--- config.mk ---
export PLATFORM = sky130hd
export DESIGN_NAME = read_buffer_map_allocator_top
export DESIGN_NICKNAME = d
export VERILOG_FILES = /design/src/rtl/rbma_pkg.sv /design/src/rtl/read_buffer_map_allocator_top.sv /design/src/rtl/rbma_front.sv /design/src/rtl/rbma_queue.sv /design/src/rtl/rbma_back.sv
export SDC_FILE = /design/constraint.sdc
export NUM_CORES = 1
export LEC_CHECK = 0
export ABC_AREA = 1
export BUFFER_PORTS_ARGS = -buffer_cell sky130_fd_sc_hd__buf_2
export CAP_MARGIN = 30
export CORE_AREA = 2 2 146 177
export CTS_CLUSTER_SIZE = 30
export DETAILED_ROUTE_END_ITERATION = 6
export DIE_AREA = 0 0 148 179
export PLACE_DENSITY = 0.66
export SLEW_MARGIN = 20
export SYNTH_ARGS = -nofsm -noshare
export SYNTH_HDL_FRONTEND = slang
export SYNTH_SLANG_ARGS = --single-unit
--- constraint.sdc ---
create_clock -name i_clk -period 3.5 [get_ports i_clk]
set_clock_uncertainty 0.1 [all_clocks]
set_input_delay 0.175 -clock i_clk [delete_from_list [all_inputs] [get_ports i_clk]]
set_output_delay 0.175 -clock i_clk [all_outputs]
set_load 0.005 [all_outputs]
--- src/rtl/rbma_pkg.sv ---
// Shared types, constants and helper functions of the read buffer map allocator.
package rbma_pkg;

    localparam int ENTRIES_PER_MAP = 8;
    localparam int MAP_COUNT       = 2;

    localparam int ENTRY_W    = 4;
    localparam int ENABLE_POS = 3;
    localparam int MAX_SLOT   = 3;
    localparam int MAX_VCHAN  = 3;
    localparam int MAP_W      = ENTRY_W * ENTRIES_PER_MAP;
    localparam int MAP_REGS   = 2;
    localparam int IDX_W      = (ENTRIES_PER_MAP > 1) ? $clog2(ENTRIES_PER_MAP) : 1;
    localparam int CNT_W      = $clog2(ENTRIES_PER_MAP + 1);
    localparam int CMP_W      = (CNT_W > 4) ? CNT_W : 4;
    localparam int WORD_W     = 32;
    localparam int FREED_W    = 8;

    localparam int QUEUE_DEPTH = 2;
    localparam int QPTR_W      = $clog2(QUEUE_DEPTH);
    localparam int QCNT_W      = $clog2(QUEUE_DEPTH + 1);

    typedef enum logic [2:0] {
        OP_COUNT_OWNED = 3'd0,
        OP_COUNT_FREE  = 3'd1,
        OP_ALLOC       = 3'd2,
        OP_FREE        = 3'd3,
        OP_RAW_READ    = 3'd4,
        OP_RAW_WRITE   = 3'd5
    } t_op;

    typedef enum logic [1:0] {
        STAT_DONE    = 2'd0,
        STAT_PARTIAL = 2'd1,
        STAT_INVALID = 2'd2
    } t_status;

    typedef enum logic [1:0] {
        KIND_NOP,
        KIND_RAW,
        KIND_INVALID,
        KIND_SCAN
    } t_kind;

    typedef enum logic [1:0] {
        ST_IDLE,
        ST_SCAN,
        ST_FINISH
    } t_state;

    typedef struct packed {
        t_kind                kind;
        t_op                  op;
        logic                 reg_sel;
        logic                 present;
        logic [ENTRY_W-1:0]   owned;
        logic [3:0]           amount;
        logic [WORD_W-1:0]    write_word;
    } t_cmd;

    typedef struct packed {
        logic [3:0]         count;
        t_status            status;
        logic [FREED_W-1:0] freed_mask;
        logic [WORD_W-1:0]  read_word;
    } t_result;

    function automatic logic [WORD_W-1:0] map_to_word(input logic [MAP_W-1:0] map);
        logic [WORD_W-1:0] w;
        w = '0;
        for (int i = 0; i < WORD_W; i++) begin
            if (i < MAP_W) w[i] = map[i];
        end
        return w;
    endfunction

    function automatic logic [MAP_W-1:0] word_to_map(input logic [WORD_W-1:0] w);
        logic [MAP_W-1:0] map;
        map = '0;
        for (int i = 0; i < MAP_W; i++) begin
            if (i < WORD_W) map[i] = w[i];
        end
        return map;
    endfunction

    function automatic logic [FREED_W-1:0] freed_low(input logic [ENTRIES_PER_MAP-1:0] f);
        logic [FREED_W-1:0] m;
        m = '0;
        for (int i = 0; i < FREED_W; i++) begin
            if (i < ENTRIES_PER_MAP) m[i] = f[i];
        end
        return m;
    endfunction

    function automatic logic [3:0] sat_count(input logic [CNT_W-1:0] n);
        if (CMP_W'(n) > CMP_W'(15)) return 4'hf;
        return 4'(n);
    endfunction

endpackage

--- src/rtl/read_buffer_map_allocator_top.sv ---
// Top level: decoder, command queue and execution engine of the read buffer map allocator.
// The engine dequeues each word; for valid count, allocate and free it scans the map one
// entry per cycle, then registers the result (writing the map back for allocate and free)
// once the output is not stalled. Raw, invalid and unused ops skip the scan. A new word is
// taken only after the last result is registered; a two-word queue decouples input.
// Synchronous active-low reset empties the queue and output and clears both maps to zero.
module read_buffer_map_allocator_top import rbma_pkg::*; (
    input  logic        i_clk,
    input  logic        i_rst_n,
    input  logic        i_in_valid,
    output logic        o_in_stall,
    input  logic [2:0]  i_opcode,
    input  logic [2:0]  i_slot,
    input  logic [2:0]  i_vchan,
    input  logic [3:0]  i_amount,
    input  logic        i_map_index,
    input  logic [31:0] i_write_word,
    output logic        o_out_valid,
    input  logic        i_out_stall,
    output logic [3:0]  o_count,
    output logic [1:0]  o_status,
    output logic [7:0]  o_freed_mask,
    output logic [31:0] o_read_word
);

    t_cmd    push_cmd;
    t_cmd    head_cmd;
    logic    push;
    logic    queue_full;
    logic    head_valid;
    logic    pop;
    t_result result;

    rbma_front u_front (
        .i_in_valid   (i_in_valid),
        .i_opcode     (i_opcode),
        .i_slot       (i_slot),
        .i_vchan      (i_vchan),
        .i_amount     (i_amount),
        .i_map_index  (i_map_index),
        .i_write_word (i_write_word),
        .i_queue_full (queue_full),
        .o_in_stall   (o_in_stall),
        .o_push       (push),
        .o_cmd        (push_cmd)
    );

    rbma_queue u_queue (
        .i_clk   (i_clk),
        .i_rst_n (i_rst_n),
        .i_push  (push),
        .i_cmd   (push_cmd),
        .o_full  (queue_full),
        .i_pop   (pop),
        .o_valid (head_valid),
        .o_cmd   (head_cmd)
    );

    rbma_back u_back (
        .i_clk       (i_clk),
        .i_rst_n     (i_rst_n),
        .i_cmd_valid (head_valid),
        .i_cmd       (head_cmd),
        .o_cmd_pop   (pop),
        .i_out_stall (i_out_stall),
        .o_out_valid (o_out_valid),
        .o_result    (result)
    );

    assign o_count      = result.count;
    assign o_status     = result.status;
    assign o_freed_mask = result.freed_mask;
    assign o_read_word  = result.read_word;

endmodule

--- src/rtl/rbma_front.sv ---
// Request decoder: validates slot and channel and builds the command word.
module rbma_front import rbma_pkg::*; (
    input  logic        i_in_valid,
    input  logic [2:0]  i_opcode,
    input  logic [2:0]  i_slot,
    input  logic [2:0]  i_vchan,
    input  logic [3:0]  i_amount,
    input  logic        i_map_index,
    input  logic [31:0] i_write_word,
    input  logic        i_queue_full,
    output logic        o_in_stall,
    output logic        o_push,
    output t_cmd        o_cmd
);

    logic slot_reg;
    logic slot_present;
    logic bad;

    assign slot_reg     = i_slot[0];
    assign slot_present = int'(slot_reg) < MAP_COUNT;
    assign bad          = (int'(i_slot) > MAX_SLOT) ||
                          ((i_opcode != OP_COUNT_FREE) && (int'(i_vchan) > MAX_VCHAN));

    assign o_in_stall = i_queue_full;
    assign o_push     = i_in_valid && !i_queue_full;

    always_comb begin
        o_cmd            = '0;
        o_cmd.op         = OP_COUNT_OWNED;
        o_cmd.kind       = KIND_NOP;
        o_cmd.amount     = i_amount;
        o_cmd.write_word = i_write_word;
        o_cmd.owned      = {1'b1, i_vchan[1:0], i_slot[1]};
        if (i_opcode == OP_RAW_READ || i_opcode == OP_RAW_WRITE) begin
            o_cmd.kind    = KIND_RAW;
            o_cmd.op      = t_op'(i_opcode);
            o_cmd.reg_sel = i_map_index;
            o_cmd.present = int'(i_map_index) < MAP_COUNT;
        end else if (i_opcode <= OP_FREE) begin
            o_cmd.kind    = bad ? KIND_INVALID : KIND_SCAN;
            o_cmd.op      = t_op'(i_opcode);
            o_cmd.reg_sel = slot_present ? slot_reg : 1'b0;
            o_cmd.present = 1'b1;
        end
    end

endmodule

--- src/rtl/rbma_queue.sv ---
// Two-entry command queue between decoder and execution engine.
module rbma_queue import rbma_pkg::*; (
    input  logic i_clk,
    input  logic i_rst_n,
    input  logic i_push,
    input  t_cmd i_cmd,
    output logic o_full,
    input  logic i_pop,
    output logic o_valid,
    output t_cmd o_cmd
);

    t_cmd              r_data [0:QUEUE_DEPTH-1];
    logic [QPTR_W-1:0] r_wr_ptr;
    logic [QPTR_W-1:0] r_rd_ptr;
    logic [QCNT_W-1:0] r_cnt;
    logic              do_pop;

    assign o_full  = (r_cnt == QCNT_W'(QUEUE_DEPTH));
    assign o_valid = (r_cnt != '0);
    assign o_cmd   = r_data[r_rd_ptr];
    assign do_pop  = i_pop && o_valid;

    always_ff @(posedge i_clk) begin
        if (!i_rst_n) begin
            r_wr_ptr <= '0;
            r_rd_ptr <= '0;
            r_cnt    <= '0;
        end else begin
            if (i_push) r_wr_ptr <= r_wr_ptr + QPTR_W'(1);
            if (do_pop) r_rd_ptr <= r_rd_ptr + QPTR_W'(1);
            if (i_push && !do_pop) r_cnt <= r_cnt + QCNT_W'(1);
            else if (!i_push && do_pop) r_cnt <= r_cnt - QCNT_W'(1);
        end
    end

    always_ff @(posedge i_clk) begin
        if (i_push) r_data[r_wr_ptr] <= i_cmd;
    end

endmodule

--- src/rtl/rbma_back.sv ---
// Execution engine: holds the map registers, scans entries and drives the result word.
module rbma_back import rbma_pkg::*; (
    input  logic    i_clk,
    input  logic    i_rst_n,
    input  logic    i_cmd_valid,
    input  t_cmd    i_cmd,
    output logic    o_cmd_pop,
    input  logic    i_out_stall,
    output logic    o_out_valid,
    output t_result o_result
);

    t_state                     r_state, n_state;
    t_cmd                       r_cmd, n_cmd;
    logic [MAP_W-1:0]           r_map, n_map;
    logic [IDX_W-1:0]           r_idx, n_idx;
    logic [CNT_W-1:0]           r_n, n_n;
    logic [ENTRIES_PER_MAP-1:0] r_freed, n_freed;
    logic                       r_out_valid, n_out_valid;
    t_result                    r_result, n_result;
    logic [MAP_W-1:0]           r_maps [0:MAP_REGS-1];
    logic                       map_we;
    logic [ENTRY_W-1:0]         entry;
    logic                       below;

    assign entry       = r_map[ENTRY_W*r_idx +: ENTRY_W];
    assign below       = CMP_W'(r_n) < CMP_W'(r_cmd.amount);
    assign o_out_valid = r_out_valid;
    assign o_result    = r_result;

    always_comb begin
        n_state     = r_state;
        n_cmd       = r_cmd;
        n_map       = r_map;
        n_idx       = r_idx;
        n_n         = r_n;
        n_freed     = r_freed;
        n_result    = r_result;
        n_out_valid = r_out_valid && i_out_stall;
        map_we      = 1'b0;
        o_cmd_pop   = 1'b0;
        unique case (r_state)
            ST_IDLE: begin
                if (i_cmd_valid) begin
                    o_cmd_pop = 1'b1;
                    n_cmd     = i_cmd;
                    n_idx     = '0;
                    n_n       = '0;
                    n_freed   = '0;
                    if (!i_cmd.present) n_map = '0;
                    else if (i_cmd.kind == KIND_RAW && i_cmd.op == OP_RAW_WRITE)
                        n_map = word_to_map(i_cmd.write_word);
                    else n_map = r_maps[i_cmd.reg_sel];
                    n_state = (i_cmd.kind == KIND_SCAN) ? ST_SCAN : ST_FINISH;
                end
            end
            ST_SCAN: begin
                unique case (r_cmd.op)
                    OP_COUNT_OWNED: begin
                        if (entry == r_cmd.owned) n_n = r_n + CNT_W'(1);
                    end
                    OP_COUNT_FREE: begin
                        if (!entry[ENABLE_POS]) n_n = r_n + CNT_W'(1);
                    end
                    OP_ALLOC: begin
                        if (below && !entry[ENABLE_POS]) begin
                            n_map[ENTRY_W*r_idx +: ENTRY_W] = r_cmd.owned;
                            n_n = r_n + CNT_W'(1);
                        end
                    end
                    OP_FREE: begin
                        if (below && entry == r_cmd.owned) begin
                            n_map[ENTRY_W*r_idx + ENABLE_POS] = 1'b0;
                            n_freed[r_idx] = 1'b1;
                            n_n = r_n + CNT_W'(1);
                        end
                    end
                    default: begin
                    end
                endcase
                if (r_idx == IDX_W'(ENTRIES_PER_MAP - 1)) n_state = ST_FINISH;
                else n_idx = r_idx + IDX_W'(1);
            end
            ST_FINISH: begin
                if (!r_out_valid || !i_out_stall) begin
                    n_out_valid = 1'b1;
                    n_state     = ST_IDLE;
                    n_result    = '0;
                    unique case (r_cmd.kind)
                        KIND_NOP: begin
                        end
                        KIND_RAW: begin
                            n_result.read_word = map_to_word(r_map);
                            map_we = r_cmd.present && (r_cmd.op == OP_RAW_WRITE);
                        end
                        KIND_INVALID: begin
                            n_result.status    = STAT_INVALID;
                            n_result.read_word = map_to_word(r_map);
                        end
                        KIND_SCAN: begin
                            n_result.count      = sat_count(r_n);
                            n_result.freed_mask = freed_low(r_freed);
                            n_result.read_word  = map_to_word(r_map);
                            if (r_cmd.op == OP_ALLOC || r_cmd.op == OP_FREE) begin
                                map_we = 1'b1;
                                if (below) n_result.status = STAT_PARTIAL;
                            end
                        end
                    endcase
                end
            end
            default: n_state = ST_IDLE;
        endcase
    end

    always_ff @(posedge i_clk) begin
        if (!i_rst_n) begin
            r_state     <= ST_IDLE;
            r_out_valid <= 1'b0;
            for (int i = 0; i < MAP_REGS; i++) r_maps[i] <= '0;
        end else begin
            r_state     <= n_state;
            r_out_valid <= n_out_valid;
            if (map_we) r_maps[r_cmd.reg_sel] <= r_map;
        end
    end

    always_ff @(posedge i_clk) begin
        r_cmd    <= n_cmd;
        r_map    <= n_map;
        r_idx    <= n_idx;
        r_n      <= n_n;
        r_freed  <= n_freed;
        r_result <= n_result;
    end

endmodule

==> reports/metrics.cfg <==
[sta]
finalSetupTns_ns=0
timing.slew.headroom_pct=53.0
final-max-slew-violation-count=0
hold_violation_count_in_the_final_report=0
worstMarginPinSlew_ns=0.698
setup_viol_count_final=0
rsz0062_at_grt=false
period_share_pct=78.3
finalCriticalPeriod_ns=2.74
maxClockFrequency_ghz=0.365

[setup_path]
setup.worst_path.end_class=register
worstSetupStartpoint=u_back.r_idx[0]
crit_path_max_fanout=15
crit_type=register to register
worst_r2r_startpoint=u_back.r_idx[0]
arrival_ns=2.86
worst_setup_path_start_kind=register
critPathRequiredTime_ns=3.62

[power_and_ir_drop]
power_density_nw_per_um2=836
cellLeakagePower_nw=5.51
power.ir.vdd_worst_uv=523

[grt]
global_route.usage.met2_pct=38.1
global_route.overflow_total=0
top_usage_layer=met2
global_route_wire_length_before_repair_um=45500
grt_pass1_vias=8048
grt_antenna_before_repair=0
grt_use_met1_pct=30.4
globalRouteTotalUtil_pct=22.5
grt_max_degree=48
grt_util_met3_pct=2.29

[logic_synthesis]
netlist.top_cell.by_area=sky130_fd_sc_hd__edfxtp_1
synth_fp_nets=1138
number_of_synthesis_warnings=0
synth.most_common_cell=sky130_fd_sc_hd__edfxtp_1
area_of_the_mapped_netlist_sq_um=11700
synth-seq-cells=271
netlist_instances=1076
synth.lib_cells_used.distinct=44
synth_top_cells_by_count=sky130_fd_sc_hd__edfxtp_1, sky130_fd_sc_hd__nor2_1, sky130_fd_sc_hd__nand2_1
ys_async_sr_fraction_pct=0
postSynth.topFlopCell=sky130_fd_sc_hd__edfxtp_1
synth-edff-count=263
yosysTopAreaCellShare_pct=67.5
synth_seq_area_share_pct=68.8
syn_area_per_cell_sq_um=10.9
post_synth_main_area_contributors=sky130_fd_sc_hd__edfxtp_1, sky130_fd_sc_hd__nor2_1, sky130_fd_sc_hd__nand2_1

[die]
dieArea_sq_um=26500
die_height_um=179
ios=98
die_w_um=148
floorplan.rows=64
placeableCoreArea_sq_um=25000
initial_utilization_pct=46.9

[cts]
post_cts_buffers=0
tritoncts_clock_tree=yes
clk_root_buffer_cell=sky130_fd_sc_hd__clkbuf_16
clk_path_buf_depth=3
cts.repair.resized=0
clock_insertion_delay_worst_skew_ns=0.54
clk_pin_slew_ns=0.06
cts-hold-fix-buffers=50
cts_buffers=27
clock-sinks=271
htree_num_levels=1

[cells_and_area]
final_cell_area_sq_um=13900
final.fill_count=2175
final_net_count=1290
area_growth_pct=18.5
multi_input_comb_area_sq_um=3110
antenna-diode-count=0
ff_latch_area_sq_um=8060
share_of_layout_cells_above_drive_strength_1_pct=15.4

[routing]
drc=0
drt_pass1_iterations=5
totalWireLength_um=29900
drt-wirelength-per-cell_um=19.0
drt_first_iter_violations=649
vias_per_cell=5.25
num_vias=8267
final_antenna_net_count=0

[worst_hold_path]
worst_min_delay_path_class=primary input to register
holdCritStartpoint=i_in_valid

[placement]
dpl-instance-area_sq_um=12600
placement.io_buffers=97
gp_congestion=0.981
detailed_place_hpwl_um=20500

[status]
status=finished clean

[run]
maxCapViolCount=0

[worst paths after layout]
path | end | slack [ns] | cells past startpoint
worst max-delay path | u_back.r_map[2] | 0.76 | 6
worst max register to register | u_back.r_map[2] | 0.76 | 6
worst min register to register | register | 0.35 | 1
worst min-delay path | u_queue.r_wr_ptr | 0.20 | 5
[power breakdown]
part	switching [mW]	internal [mW]	total, mW
Sequential	0.373	4.71	5.08
Clock	1.17	1.48	2.65
Combinational	2.77	1.10	3.86
Total	4.31	7.28	11.6
[layer usage]
| layer | up-vias | share of wire, % |
|---|---|---|
| met2 | 308 | 49 |
| met1 | 3917 | 42 |
| met5 | - | 0 |
| met4 | 0 | 3.6 |
| met3 | 65 | 5.7 |
| li1 | 3977 | - |
[layout by cell type (no fill, tap or decap), drive strengths merged, types with 4 or more instances in the layout]
cell,n
clkbuf,33
clkinv,9
mux2i,4
inv,97
o21ai,92
o31ai,8
nor3,9
dfxtp,8
dlygate4sd3,50
ha,12
nand2,144
nand3,60
edfxtp,263
buf,118
a21oi,48
nor2,263
[cell families (layout without fill, tap and decap cells)]
logic type      after synthesis  count (layout)  share of synthesized area, %
mux                           4               4                         0.342
xor+xnor                      2               2                         0.150
flops                       271             271                          68.8
buf+inv                     141             309                          4.84
compound gates              161             161                          7.59
simple gates                485             485                          17.0
fa+ha+maj                    12              12                          1.28
[flip-flops by register name (all words and copies together) (netlist names), named ones only]
| register | count |
|---|---|
| u_back.o_out_valid | 1 |
| u_queue.r_data | 92 |
| u_back.r_freed | 8 |
| u_back.r_map | 32 |
| u_back.r_cmd | 14 |
| u_queue.r_wr_ptr | 1 |
| u_back.r_n | 4 |
| u_back.r_maps | 64 |
| u_back.r_state | 2 |
| u_queue.r_rd_ptr | 1 |
| u_queue.r_cnt | 2 |
| u_back.r_idx | 3 |
| u_back.o_result | 46 |
[through the flow]
stage               hold WS, ns  worst slack [ns]  power, mW  std cells  util (%)
finish                    0.202             0.760       11.6       1574      55.5
global route              0.267             0.681       12.3       1574      55.5
CTS                       0.187             0.775       11.6       1574      55.5
detailed placement        0.267             0.788       8.95       1479      50.4
global placement          0.265             0.777       8.90       1479      50.4
floorplan                 0.174             0.406       7.52       1076         -
[worst max-delay path, stage by stage (launching register included)]
cell and delay [ns]:
sky130_fd_sc_hd__edfxtp_1 0.41, sky130_fd_sc_hd__inv_2 0.29, sky130_fd_sc_hd__ha_1 0.22, sky130_fd_sc_hd__ha_1 0.31, sky130_fd_sc_hd__nor4_1 0.62, sky130_fd_sc_hd__nor2_1 0.19
sky130_fd_sc_hd__nor2_1 0.28
[final cells by class]
class                      instances  share of cell area [%]
sequential                       271                    58.1
multi-input combinational        664                    22.4
clock buffer                      33                    5.03
tap                              330                    2.98
inverter                          96                    2.60
clock inverter                    12                   0.640
timing repair buffer             168                    8.24
(Power assumes the default switching activity.)
